[src/rtl/dltq_pkg.sv]
// package: sizes, codes and shared types of the delta-list timer queue
`timescale 1ns / 1ps
`default_nettype none
package dltq_pkg;

  localparam int QUEUE_DEPTH     = 16;
  localparam int PROCESS_ID_BITS = 8;
  localparam int MAX_RESULTS     = 16;
  localparam int DELTA_W         = 32;

  localparam int IDX_W  = $clog2(QUEUE_DEPTH);
  localparam int CNT_W  = $clog2(QUEUE_DEPTH + 1);
  localparam int NCNT_W = $clog2(MAX_RESULTS + 1);

  // input kinds
  localparam logic [1:0] KIND_TICK   = 2'd0;
  localparam logic [1:0] KIND_ADD    = 2'd1;
  localparam logic [1:0] KIND_CANCEL = 2'd2;

  // result kinds
  localparam logic [1:0] RES_EXPIRED = 2'd0;
  localparam logic [1:0] RES_FULL    = 2'd1;
  localparam logic [1:0] RES_CANCEL  = 2'd2;

  typedef enum logic [3:0] {
    S_IDLE,
    S_T_DEC,
    S_T_CHECK,
    S_T_POP,
    S_A_WALK,
    S_A_SHIFT,
    S_A_INS,
    S_A_FIX,
    S_C_WALK
  } state_t;

  typedef enum logic {
    ALU_ADD,
    ALU_SUB
  } alu_op_t;

  typedef struct packed {
    alu_op_t              op;
    logic [DELTA_W-1:0]   a;
    logic [DELTA_W-1:0]   b;
  } alu_req_t;

  typedef struct packed {
    logic [DELTA_W-1:0]   res;
    logic                 flag;   // carry out on add, borrow on sub
    logic                 zero;
  } alu_rsp_t;

  typedef struct packed {
    logic                       we;
    logic [IDX_W-1:0]           addr;
    logic [DELTA_W-1:0]         delta;
    logic [PROCESS_ID_BITS-1:0] pid;
  } store_wr_t;

  typedef struct packed {
    logic [DELTA_W-1:0]         rd_delta;
    logic [PROCESS_ID_BITS-1:0] rd_pid;
    logic [DELTA_W-1:0]         head0_delta;
    logic [PROCESS_ID_BITS-1:0] head0_pid;
    logic [DELTA_W-1:0]         head1_delta;
  } store_rd_t;

endpackage
`default_nettype wire

[src/rtl/dltq_alu.sv]
// shared 32-bit add/subtract unit with carry/borrow and zero flags
`timescale 1ns / 1ps
`default_nettype none
module dltq_alu
  import dltq_pkg::*;
(
  input  alu_req_t req,
  output alu_rsp_t rsp
);

  logic [DELTA_W:0] wide;

  always_comb begin
    if (req.op == ALU_SUB) begin
      wide = {1'b0, req.a} - {1'b0, req.b};
    end else begin
      wide = {1'b0, req.a} + {1'b0, req.b};
    end
    rsp.res  = wide[DELTA_W-1:0];
    rsp.flag = wide[DELTA_W];
    rsp.zero = (wide[DELTA_W-1:0] == '0);
  end

endmodule
`default_nettype wire

[src/rtl/dltq_store.sv]
// entry register file: one write port, one indexed read port, fixed head taps
`timescale 1ns / 1ps
`default_nettype none
module dltq_store
  import dltq_pkg::*;
(
  input  logic             clk,
  input  store_wr_t        wr,
  input  logic [IDX_W-1:0] rd_addr,
  output store_rd_t        rd
);

  logic [DELTA_W-1:0]         delta_r [QUEUE_DEPTH];
  logic [PROCESS_ID_BITS-1:0] pid_r   [QUEUE_DEPTH];

  always_ff @(posedge clk) begin
    if (wr.we) begin
      delta_r[wr.addr] <= wr.delta;
      pid_r[wr.addr]   <= wr.pid;
    end
  end

  always_comb begin
    rd.rd_delta    = delta_r[rd_addr];
    rd.rd_pid      = pid_r[rd_addr];
    rd.head0_delta = delta_r[0];
    rd.head0_pid   = pid_r[0];
    rd.head1_delta = delta_r[1];
  end

endmodule
`default_nettype wire

[src/rtl/dltq_seq.sv]
// sequencer: walks the entry store one slot per cycle, doing delta arithmetic in the shared unit
`timescale 1ns / 1ps
`default_nettype none
module dltq_seq
  import dltq_pkg::*;
(
  input  logic                 clk,
  input  logic                 rst_n,
  input  logic                 start,
  input  logic [1:0]           in_kind,
  input  logic [7:0]           in_process_id,
  input  logic [31:0]          in_delay,
  output logic                 busy,
  output alu_req_t             alu_req,
  input  alu_rsp_t             alu_rsp,
  output store_wr_t            st_wr,
  output logic [IDX_W-1:0]     st_rd_addr,
  input  store_rd_t            st_rd,
  output logic                 out_strobe,
  output logic [1:0]           out_result_kind,
  output logic [7:0]           out_process_id_res,
  output logic [4:0]           out_removed_count,
  output logic                 out_last
);

  state_t                     state_r, state_nxt;
  logic [CNT_W-1:0]           count_r, count_nxt;
  logic [CNT_W-1:0]           p_r, p_nxt;       // walk position / cancel read index
  logic [CNT_W-1:0]           i_r, i_nxt;       // shift index
  logic [CNT_W-1:0]           w_r, w_nxt;       // cancel write index
  logic [CNT_W-1:0]           removed_r, removed_nxt;
  logic [NCNT_W-1:0]          n_r, n_nxt;       // expiries this tick
  logic [DELTA_W-1:0]         rem_r, rem_nxt;
  logic [DELTA_W-1:0]         carry_r, carry_nxt;
  logic [PROCESS_ID_BITS-1:0] pid_r, pid_nxt;

  logic                       strobe_r, strobe_nxt;
  logic [1:0]                 rkind_r, rkind_nxt;
  logic [7:0]                 rpid_r, rpid_nxt;
  logic [4:0]                 rcnt_r, rcnt_nxt;
  logic                       rlast_r, rlast_nxt;

  logic [CNT_W-1:0]           i_dec, p_inc;

  assign i_dec = i_r - CNT_W'(1);
  assign p_inc = p_r + CNT_W'(1);

  always_ff @(posedge clk) begin
    if (!rst_n) begin
      state_r  <= S_IDLE;
      count_r  <= '0;
      strobe_r <= 1'b0;
    end else begin
      state_r  <= state_nxt;
      count_r  <= count_nxt;
      strobe_r <= strobe_nxt;
    end
  end

  always_ff @(posedge clk) begin
    p_r       <= p_nxt;
    i_r       <= i_nxt;
    w_r       <= w_nxt;
    removed_r <= removed_nxt;
    n_r       <= n_nxt;
    rem_r     <= rem_nxt;
    carry_r   <= carry_nxt;
    pid_r     <= pid_nxt;
    rkind_r   <= rkind_nxt;
    rpid_r    <= rpid_nxt;
    rcnt_r    <= rcnt_nxt;
    rlast_r   <= rlast_nxt;
  end

  always_comb begin
    state_nxt   = state_r;
    count_nxt   = count_r;
    p_nxt       = p_r;
    i_nxt       = i_r;
    w_nxt       = w_r;
    removed_nxt = removed_r;
    n_nxt       = n_r;
    rem_nxt     = rem_r;
    carry_nxt   = carry_r;
    pid_nxt     = pid_r;
    strobe_nxt  = 1'b0;
    rkind_nxt   = rkind_r;
    rpid_nxt    = rpid_r;
    rcnt_nxt    = rcnt_r;
    rlast_nxt   = rlast_r;

    alu_req.op  = ALU_SUB;
    alu_req.a   = rem_r;
    alu_req.b   = st_rd.rd_delta;
    st_wr.we    = 1'b0;
    st_wr.addr  = p_r[IDX_W-1:0];
    st_wr.delta = alu_rsp.res;
    st_wr.pid   = pid_r;
    st_rd_addr  = p_r[IDX_W-1:0];

    unique case (state_r)
      S_IDLE: begin
        if (start) begin
          pid_nxt = PROCESS_ID_BITS'(in_process_id);
          rem_nxt = in_delay;
          p_nxt   = '0;
          w_nxt   = '0;
          n_nxt   = '0;
          unique case (in_kind)
            KIND_TICK: begin
              if (count_r != '0) begin
                state_nxt = S_T_DEC;
              end
            end
            KIND_ADD: begin
              if (count_r >= CNT_W'(QUEUE_DEPTH)) begin
                strobe_nxt = 1'b1;
                rkind_nxt  = RES_FULL;
                rpid_nxt   = 8'(PROCESS_ID_BITS'(in_process_id));
                rcnt_nxt   = '0;
                rlast_nxt  = 1'b1;
              end else begin
                state_nxt = S_A_WALK;
              end
            end
            KIND_CANCEL: begin
              carry_nxt   = '0;
              removed_nxt = '0;
              state_nxt   = S_C_WALK;
            end
            default: begin
            end
          endcase
        end
      end

      // saturating decrement of the head delta
      S_T_DEC: begin
        alu_req.op  = ALU_SUB;
        alu_req.a   = st_rd.head0_delta;
        alu_req.b   = DELTA_W'(1);
        st_wr.addr  = '0;
        st_wr.pid   = st_rd.head0_pid;
        st_wr.we    = (st_rd.head0_delta != '0);
        state_nxt   = S_T_CHECK;
      end

      S_T_CHECK: begin
        if (count_r != '0 && st_rd.head0_delta == '0 &&
            n_r != NCNT_W'(MAX_RESULTS)) begin
          strobe_nxt = 1'b1;
          rkind_nxt  = RES_EXPIRED;
          rpid_nxt   = 8'(st_rd.head0_pid);
          rcnt_nxt   = '0;
          rlast_nxt  = (count_r == CNT_W'(1)) || (st_rd.head1_delta != '0) ||
                       (n_r == NCNT_W'(MAX_RESULTS - 1));
          n_nxt      = n_r + NCNT_W'(1);
          i_nxt      = CNT_W'(1);
          state_nxt  = S_T_POP;
        end else begin
          state_nxt = S_IDLE;
        end
      end

      // shift entries down by one over the popped head
      S_T_POP: begin
        st_rd_addr = i_r[IDX_W-1:0];
        if (i_r < count_r) begin
          st_wr.we    = 1'b1;
          st_wr.addr  = i_dec[IDX_W-1:0];
          st_wr.delta = st_rd.rd_delta;
          st_wr.pid   = st_rd.rd_pid;
          i_nxt       = i_r + CNT_W'(1);
        end else begin
          count_nxt = count_r - CNT_W'(1);
          state_nxt = S_T_CHECK;
        end
      end

      // find the insert slot, subtracting deltas passed over
      S_A_WALK: begin
        alu_req.op = ALU_SUB;
        alu_req.a  = rem_r;
        alu_req.b  = st_rd.rd_delta;
        if (p_r < count_r && !alu_rsp.flag && !alu_rsp.zero) begin
          rem_nxt = alu_rsp.res;
          p_nxt   = p_inc;
        end else begin
          i_nxt     = count_r;
          state_nxt = S_A_SHIFT;
        end
      end

      // open a hole at the insert slot, from the tail down
      S_A_SHIFT: begin
        st_rd_addr = i_dec[IDX_W-1:0];
        if (i_r > p_r) begin
          st_wr.we    = 1'b1;
          st_wr.addr  = i_r[IDX_W-1:0];
          st_wr.delta = st_rd.rd_delta;
          st_wr.pid   = st_rd.rd_pid;
          i_nxt       = i_dec;
        end else begin
          state_nxt = S_A_INS;
        end
      end

      S_A_INS: begin
        st_wr.we    = 1'b1;
        st_wr.addr  = p_r[IDX_W-1:0];
        st_wr.delta = rem_r;
        st_wr.pid   = pid_r;
        count_nxt   = count_r + CNT_W'(1);
        state_nxt   = (p_r < count_r) ? S_A_FIX : S_IDLE;
      end

      // the follower loses the new entry's delta
      S_A_FIX: begin
        st_rd_addr  = p_inc[IDX_W-1:0];
        alu_req.op  = ALU_SUB;
        alu_req.a   = st_rd.rd_delta;
        alu_req.b   = rem_r;
        st_wr.we    = 1'b1;
        st_wr.addr  = p_inc[IDX_W-1:0];
        st_wr.delta = alu_rsp.res;
        st_wr.pid   = st_rd.rd_pid;
        state_nxt   = S_IDLE;
      end

      // compact the queue, folding removed deltas into the next survivor
      S_C_WALK: begin
        alu_req.op = ALU_ADD;
        alu_req.a  = st_rd.rd_delta;
        alu_req.b  = carry_r;
        if (p_r < count_r) begin
          if (st_rd.rd_pid == pid_r) begin
            carry_nxt   = alu_rsp.res;
            removed_nxt = removed_r + CNT_W'(1);
          end else begin
            st_wr.we    = 1'b1;
            st_wr.addr  = w_r[IDX_W-1:0];
            st_wr.delta = alu_rsp.res;
            st_wr.pid   = st_rd.rd_pid;
            carry_nxt   = '0;
            w_nxt       = w_r + CNT_W'(1);
          end
          p_nxt = p_inc;
        end else begin
          count_nxt  = w_r;
          strobe_nxt = 1'b1;
          rkind_nxt  = RES_CANCEL;
          rpid_nxt   = 8'(pid_r);
          rcnt_nxt   = 5'(removed_r);
          rlast_nxt  = 1'b1;
          state_nxt  = S_IDLE;
        end
      end

      default: begin
        state_nxt = S_IDLE;
      end
    endcase
  end

  assign busy               = (state_r != S_IDLE);
  assign out_strobe         = strobe_r;
  assign out_result_kind    = rkind_r;
  assign out_process_id_res = rpid_r;
  assign out_removed_count  = rcnt_r;
  assign out_last           = rlast_r;

endmodule
`default_nettype wire

[src/rtl/delta_list_timer_queue.sv]
// top level of the delta-list timer queue
//
//   channel   ports                                          transaction taken when
//   -------   --------------------------------------------   ----------------------
//   input     start, busy, in_kind, in_process_id, in_delay   start && !busy
//   result    out_strobe, out_result_kind,                    every cycle out_strobe
//             out_process_id_res, out_removed_count, out_last is high
//
// one transaction at a time; busy stays high while the sequencer walks the store
// one slot per cycle; a tick on an empty queue, an unknown kind and an add on a full
// queue never raise busy
// reset clears the state and the entry count; entry contents need no clearing
// each result is registered and shows for one cycle; the receiver cannot stall them
`timescale 1ns / 1ps
`default_nettype none
module delta_list_timer_queue
  import dltq_pkg::*;
(
  input  logic        clk,
  input  logic        rst_n,
  input  logic        start,
  output logic        busy,
  input  logic [1:0]  in_kind,
  input  logic [7:0]  in_process_id,
  input  logic [31:0] in_delay,
  output logic        out_strobe,
  output logic [1:0]  out_result_kind,
  output logic [7:0]  out_process_id_res,
  output logic [4:0]  out_removed_count,
  output logic        out_last
);

  // shared arithmetic unit traffic
  alu_req_t         alu_req;
  alu_rsp_t         alu_rsp;

  // entry store ports
  store_wr_t        st_wr;
  store_rd_t        st_rd;
  logic [IDX_W-1:0] st_rd_addr;

  dltq_seq u_seq (
    .clk                (clk),
    .rst_n              (rst_n),
    .start              (start),
    .in_kind            (in_kind),
    .in_process_id      (in_process_id),
    .in_delay           (in_delay),
    .busy               (busy),
    .alu_req            (alu_req),
    .alu_rsp            (alu_rsp),
    .st_wr              (st_wr),
    .st_rd_addr         (st_rd_addr),
    .st_rd              (st_rd),
    .out_strobe         (out_strobe),
    .out_result_kind    (out_result_kind),
    .out_process_id_res (out_process_id_res),
    .out_removed_count  (out_removed_count),
    .out_last           (out_last)
  );

  // one adder/subtractor serves the walk compare, the delta fixups and cancel folding
  dltq_alu u_alu (
    .req (alu_req),
    .rsp (alu_rsp)
  );

  // deltas and process ids, head taps feed tick handling directly
  dltq_store u_store (
    .clk     (clk),
    .wr      (st_wr),
    .rd_addr (st_rd_addr),
    .rd      (st_rd)
  );

endmodule
`default_nettype wire

[config.mk]
export PLATFORM = sky130hd
export DESIGN_NAME = delta_list_timer_queue
export DESIGN_NICKNAME = d
export VERILOG_FILES = /design/src/rtl/dltq_pkg.sv /design/src/rtl/dltq_alu.sv /design/src/rtl/dltq_store.sv /design/src/rtl/dltq_seq.sv /design/src/rtl/delta_list_timer_queue.sv
export SDC_FILE = /design/constraint.sdc
export NUM_CORES = 1
export LEC_CHECK = 0
export ABC_AREA = 1
export BUFFER_PORTS_ARGS = -buffer_cell sky130_fd_sc_hd__buf_4
export CAP_MARGIN = 20
export CORE_AREA = 2 2 252 254
export CTS_CLUSTER_DIAMETER = 80
export DETAILED_ROUTE_END_ITERATION = 10
export DIE_AREA = 0 0 254 256
export PLACE_DENSITY_LB_ADDON = 0.1
export RECOVER_POWER = 50
export REMOVE_ABC_BUFFERS = 1
export SKIP_LAST_GASP = 1
export SLEW_MARGIN = 15
export SYNTH_ARGS = -nofsm -noshare
export SYNTH_HDL_FRONTEND = slang
export SYNTH_HIERARCHICAL = 1
export SYNTH_SLANG_ARGS = --single-unit
[constraint.sdc]
create_clock -name clk -period 7.4 [get_ports clk]
set_input_delay 0 -clock clk [delete_from_list [all_inputs] [get_ports clk]]
set_output_delay 0 -clock clk [all_outputs]
set_load 0.02 [all_outputs]
[Yosys cells after proc, flatten, opt, wreduce, memory -nomap -nowiden]
Memory sizes are Yosys's and may differ from the RTL's.
Index checks and enable logic that the tools add are counted.
Word-level totals
  memories kept: 2
  memory bits (writable): 640
  input bits: 45
  flip-flop bits (word level): 123
Memory list
  u_store.delta_r: words 16, bits a word 32, rd ports 3, clocked after memory_dff 0, wr ports 1, RTL line dltq_store.sv:13  | logic [DELTA_W-1:0] delta_r [QUEUE_DEPTH];
  u_store.pid_r: words 16, bits a word 8, rd ports 2, clocked after memory_dff 0, wr ports 1, RTL line dltq_store.sv:14  | logic [PROCESS_ID_BITS-1:0] pid_r [QUEUE_DEPTH];
Operators by class
  equal/unequal tests: 32
  multiplexer cells: 83
  reduce and logical (&&, ||, !) cells: 34
  order comparisons: 4
  add/sub/neg operators: 10
Operator list (number)
  $pmux W65 S3: 1
  $mux W32: 6
  $mux W45: 4
  $pmux W32 S2: 2
  $pmux W32 S4: 1
  $mux W5: 21
  $logic_not A32 Y1: 2
  $reduce_bool A32 Y1: 2
  $pmux W5 S3: 3
  $mux W8: 5
  $pmux W8 S5: 1
  $add A32 B32 Y33: 1
  $mux W33: 1
  $sub A32 B32 Y33: 1
  $pmux W4 S8: 1
  $add A5 B1 Y5 const B: 6
  $pmux W5 S2: 3
  $pmux W5 S6: 1
  $mux W4: 7
  $pmux W4 S3: 2
  $pmux W8 S3: 1
  $pmux W5 S4: 1
  $eq A4 B3 Y1 const B: 4
  $ne A2 B1 Y1 const B: 8
  other kinds (37): 78

[Longest topological paths before layout]
Gate-level depths: netlist of the first run.
An unclocked memory read counts as a cell.
  depth in word-level cells: 11
  mapped depth: 54
  gate-level depth less buffers: 51

[By module]
Netlist of the first run, hierarchy kept.
Modules (own cells, without submodules)
  dltq_store: seq. area each 19218.4 um2, area an instance 27512.6 um2, instances 1, cells an instance 2605
  dltq_seq: seq. area each 3593.4 um2, area an instance 8545.7 um2, instances 1, cells an instance 1181
  dltq_alu: seq. area each 0.0 um2, area an instance 3480.8 um2, instances 1, cells an instance 726

[Least setup slack after synthesis of the first run]
OpenSTA, ideal clock, no wires.
  path type: register -> register
  start: register u_seq.state_r[3]
  end: register u_seq.rem_r[0] (enable)
  path slack: 771 ps
  required time: 6978 ps
  cell stages (with the launch flop): 48
  arrival time: 6207 ps
  cells stage by stage: dfxtp_1 > inv_2 > nand2_1 > nor2_1 > nor2_1 > inv_1 > nor2_1 > inv_1 > o21ai_0 > buf_6 > inv_4 > buf_4 > buf_2 > nand3_1 > nand3_1 > nand3_1 > nand2_1 > nand2_1 > [12 not listed] > xnor2_1 > ha_1 > nand2_1 > nor2_1 > nand2_1 > nor3_1 > nand2_1 > nand2_1 > nand2_1 > nand2_2 > nor2_1 > nand3_1 > nor2_1 > nor2_1 > nand3_1 > nand2_1 > inv_1 > nor2_1
RTL lines
  from (decl): RTL line dltq_seq.sv:26  | state_t state_r, state_nxt;
  from (signal assigned): RTL line dltq_seq.sv:54  | state_r <= state_nxt;
  to (signal assigned): RTL line dltq_seq.sv:66  | rem_r <= rem_nxt;
  to (decl): RTL line dltq_seq.sv:33  | logic [DELTA_W-1:0] rem_r, rem_nxt;

==> out/metrics.yaml, run 1 <==
status: "complete, but fails checks"
violations: "capacitance limit, slew limit"
postLayoutSetupSlackWorst_ps: 486.4
crit_top_cell: "nand2_1"
synth_top_area_share: 0.5719
boundaryPins: 63
yosys.cell_types.count: 52
ys_warn_count: 6
async_flop_share: 0
fin_nets: 4732
layout-drive-gt1-share: 0.07045
routed_wl_um: 114000
final_common_cell: "nand2_1"
vias_per_cell: 5.675
final_antenna_net_count: 0
num_rows: 92
tritoncts: "built"
hp-class: "input port to register"
cts_buffers: 79
hold_violations: 0
dr_total_vias: 31380
final_cells: 5530
clock_latency_ps: 650
fin_util: 0.7088
syn_area_per_cell_um2: 8.763
ys_seq_elements: 763
grt_pass1_wl_um: 170200
cpPeakStageDelay_ps: 370
cp-start-kind: "register"
startpoint: "u_seq/state_r[3]"
cp_max_fo: 57
finalCritPeriodShare: 0.9343
endpoint: "u_seq/i_r[3]"
pre_cts_slack_ps: 276.4
grt-ovfl-total: 0
r2r_setup_slack_ps: 490
layout.cells.most_common_list: "1538 x nand2_1, 769 x inv_1, 753 x edfxtp_1"
n_antenna_cell: 0
dp_hpwl_um: 72760
r2r-start: "u_seq/state_r[3]"
port_buffers: 62
dp_cells: 5333
start_util: 0.6337
area_delta_synth_final_pct: 11.85
relSlewSlack: -0.4350
criticalPathCategory: "register to register"
crit_arrival_ps: 7260
die_x_um: 254
cp.required_ps: 7750
core_mm2: 0.06239
fin_skew_ps: 47.97
grt_max_degree: 109
setup_viol: 0
r2r-end: "u_seq/i_r[3]"
fin_crit_ps: 6914
antenna_found_initial: 0
endpoint_kind: "register"
worst_pin_slew_ps: 2153
seq_area_frac_synth: 0.5769
cts_sinks: 763
n_fill_cell: 4811
first_pass_iters: 6
die-height_um: 256
yosys.area.top_type: "edfxtp_1"
drv_cap: 1
reg2regPathDepth: 45
clk_pin_slew_worst_paths_ps: 60
cts_htree_levels: 3
dieArea_mm2: 0.06502
wl_per_cell_um: 20.61
crit_slowest_cell: "ha_1"
synth_edf_count: 753
whs_ps: 125.5
cts_root_buf: "clkbuf_16"
grt_pass1_vias: 29390
synth_area_mm2: 0.03954
max_freq_ghz: 0.1446
synthTopCellsByArea: "edfxtp_1 57%, nand2_1 15%, nand3_1 7.9%"
drt_iter0_drc: 3486
maxSlewViolCount: 33
cts_buffer_depth: 3
netlist_instances: 4512
grt.total_usage: 0.3473
place_congestion: 0.9780
ys_dominant_reg_cell: "edfxtp_1"
rsz0062_at_grt: "true"
drc: 0
==> synthesized netlist by cell type (all sizes together), types with 2 or more instances <==
cell    count
a211oi      3
a21oi      47
a22oi      33
a31oi       4
buf       136
clkbuf     49
dfxtp      10
edfxtp    753
ha         62
inv       783
nand2    1548
nand3     631
nand3b     14
nand4      22
nor2      243
nor3       17
nor4        8
o211ai      9
o21ai      65
o21bai      3
o221ai      2
o22ai       2
o31ai       5
or2         6
xnor2      17
xor2       33
==> worst max-delay path, delay by kind of cell, from the launching register on <==
family          cells  cell delay [ps]
xor+xnor            1              140
simple gates       30             4010
compound gates      2              240
flops               1              340
buf+inv            11             1480
fa+ha+maj           1              370
==> state kept, by name (all words and copies together), names as in the netlist <==
name / flops
u_store/delta_r: 512
u_store/pid_r: 128
u_seq/carry_r: 32
u_seq/rem_r: 32
u_seq/out_process_id_res: 8
u_seq/pid_r: 8
u_seq/count_r: 5
u_seq/i_r: 5
u_seq/n_r: 5
u_seq/out_removed_count: 5
u_seq/p_r: 5
u_seq/removed_r: 5
u_seq/w_r: 5
u_seq/state_r: 4
u_seq/out_result_kind: 2
u_seq/out_last: 1
u_seq/out_strobe: 1
==> final cells by class <==
class,count,area [um^2],area share
sequential,763,22810,0.5159
multi-input combinational,2781,12930,0.2924
inverter,783,2958,0.06688
clock buffer,100,2056,0.04648
timing repair buffer,216,1972,0.04459
tap,846,1059,0.02393
clock inverter,41,436.7,0.009874
==> layer usage <==
metal	up-vias	global-route usage	routed length (um)
met2	1687	0.5592	53290
met3	308	0.04322	10340
met5	-	0	0
met1	14670	0.4692	44590
li1	14720	-	-
met4	0	0.1696	5746
==> per-stage QoR <==
stage / instance area, um^2 / setup TNS, ps
floorplan: 38470 / -
global placement: 41170 / 0
detailed placement: 41180 / 0
CTS: 44120 / 0
global route: 44220 / -506.0
finish: 44220 / 0
==> how the worst min path moves through the flow <==
stage / to / start / cells after the start / slack [ps]
final: u_seq/pid_r[6] / in_process_id[6] / 2 / 130
after global routing: u_seq/pid_r[0] / in_process_id[0] / 2 / 120
after CTS: u_seq/pid_r[0] / in_process_id[0] / 2 / 80
after detailed placement: u_seq/pid_r[2] / in_process_id[2] / 1 / 190
after global placement: u_seq/pid_r[1] / in_process_id[1] / 1 / 190
after floorplan: u_seq/pid_r[0] / in_process_id[0] / 0 / 100
==> what timing repair did <==
action                                  in CTS  in global routing
endpoints found under the hold margin       66                  0
endpoints found under the setup margin       0                206
resized for setup                            0                 27
buffers inserted                             0                  8
hold buffers                                45                  0
==> cells by family after synthesis <==
family                     Yosys count  synth area share
AOI/OAI and AO/OA                  177           0.02696
xor gates and xnor gates            50           0.01108
adders and majority gates           63           0.02013
buffers and inverters              968            0.1014
DFF                                763            0.5769
and+or+nand+nor                   2491            0.2635
Power of run 1 is left out: the tool's default activity adds up to more than one toggle a clock period on the data nets, which glitch-free logic cannot reach.
==> inputs of run 2 (changes only) <==
--- a/config.mk
+++ b/config.mk
@@ -6,12 +6,12 @@
 export NUM_CORES = 1
 export LEC_CHECK = 0
 export ABC_AREA = 1
-export BUFFER_PORTS_ARGS = -buffer_cell sky130_fd_sc_hd__buf_4
+export BUFFER_PORTS_ARGS = -buffer_cell sky130_fd_sc_hd__buf_2
 export CAP_MARGIN = 20
-export CORE_AREA = 2 2 252 254
+export CORE_AREA = 2 2 267 269
 export CTS_CLUSTER_DIAMETER = 80
 export DETAILED_ROUTE_END_ITERATION = 10
-export DIE_AREA = 0 0 254 256
+export DIE_AREA = 0 0 269 271
 export PLACE_DENSITY_LB_ADDON = 0.1
 export RECOVER_POWER = 50
 export REMOVE_ABC_BUFFERS = 1
==> run 2 against run 1 <==
The run still ends with capacitance limit, slew limit left. Global-route usage is 2.8 points lower. Die area is 12% higher. Cell area is 0.18% lower. Clock skew is 13 ps lower. Critical path type unchanged. Critical endpoint is now u_seq/p_r[1].
==> out/metrics.yaml, run 2 (synthesized netlist as in run 1, its figures left out) <==
cp.required_ps: 7730
whs_ps: 99.99
port_buffers: 62
placed_cell_area_mm2: 0.04122
worst_pin_slew_ps: 2231
final_antenna_net_count: 0
status: "complete, but fails checks"
dp_cells: 5417
maxSlewViolCount: 117
clk_pin_slew_worst_paths_ps: 60
drv_cap: 4
layout.cells.most_common_list: "1540 x nand2_1, 770 x inv_1, 753 x edfxtp_1"
antenna_found_initial: 0
r2r_setup_slack_ps: 330
rsz0062_at_grt: "false"
hp-class: "input port to register"
tritoncts: "built"
cts_buffers: 80
boundaryPins: 63
wl_met2_um: 56470
largest_reg_flops: 512
final_cells: 5610
dieArea_mm2: 0.07290
first_pass_iters: 6
regMostFlops: "u_store/delta_r"
fin_area_mm2: 0.04415
cts_sinks: 763
criticalPathCategory: "register to register"
die_x_um: 269
crit_top_cell: "nand2_1"
grt.total_usage: 0.3188
die-height_um: 271
relSlewSlack: -0.4872
cp_max_fo: 20
max_freq_ghz: 0.1415
cpPeakStageDelay_ps: 700
grt_pass1_vias: 29560
layout-drive-gt1-share: 0.06274
place_congestion: 0.9358
cp-start-kind: "register"
setup_viol: 0
crit_arrival_ps: 7400
drt_iter0_drc: 2970
wl_met3_um: 9262
tns_ps: 0
area_delta_synth_final_pct: 11.65
fin_crit_ps: 7065
grt_pass1_wl_um: 174200
drc: 0
violations: "capacitance limit, slew limit"
fin_skew_ps: 35.29
start_util: 0.5666
wl_per_cell_um: 20.64
clock_latency_ps: 640
cts_buffer_depth: 3
crit_slowest_cell: "o2111ai_4"
cts_root_buf: "clkbuf_16"
top_regs: "u_store/delta_r (512), u_store/pid_r (128)"
endpoint_kind: "register"
n_fill_cell: 5848
grt_max_degree: 93
final_common_cell: "nand2_1"
finalCritPeriodShare: 0.9547
hold_violations: 0
wl_met1_um: 45270
top_layer: "met4"
dr_total_vias: 30860
fin_nets: 4719
cts_htree_levels: 3
vias_per_cell: 5.501
num_rows: 97
grt-ovfl-total: 0
routed_wl_um: 115800
n_antenna_cell: 0
core_mm2: 0.06979
dp_hpwl_um: 72440
[run 2: worst paths after layout]
kind / startpoint / end / cells past startpoint
setup reg to reg: u_seq/p_r[2] / u_seq/p_r[1] / 36
setup / recovery: u_seq/p_r[2] / u_seq/p_r[1] / 36
hold / removal: in_process_id[7] / u_seq/pid_r[7] / 2
hold reg to reg: u_seq/removed_r[4] / u_seq/out_removed_count[4] / 2
[run 2: through the flow]
step | setup slack, ps | utilization
after floorplan | -25880 | -
after global placement | 254.1 | 0.5907
after detailed placement | 179.0 | 0.5907
after CTS | 164.4 | 0.6339
after global routing | 19.01 | 0.6326
final | 334.9 | 0.6326
[run 2: layout make-up]
type,instances,area [um^2],area share
timing repair buffer,201,1818,0.04118
inverter,783,2953,0.06689
clock inverter,47,473.0,0.01071
tap,940,1176,0.02664
sequential,763,22810,0.5167
clock buffer,94,2097,0.04750
multi-input combinational,2782,12820,0.2903
[run 2: critical path: cells and delay by family, from the launching register on]
family | cells | cell delay, ps
and+or+nand+nor | 23 | 2780
adders and majority gates | 1 | 360
buffers and inverters | 4 | 940
xor gates and xnor gates | 2 | 370
DFF | 1 | 520
AOI/OAI and AO/OA | 6 | 1740
[run 2: routing by layer]
metal	vias to the layer above	global-route usage
met5	-	0
met4	0	0.1288
met3	267	0.04241
met2	1305	0.5421
met1	14610	0.4118
li1	14680	-
[run 2: what timing repair did]
action | CTS | global route
hold endpoints to repair | 66 | 0
setup endpoints to repair | 0 | 183
hold buffers | 44 | 0
buffers inserted | 0 | 6
gates resized for setup | 0 | 18
Power of run 2 is left out for the same reason.
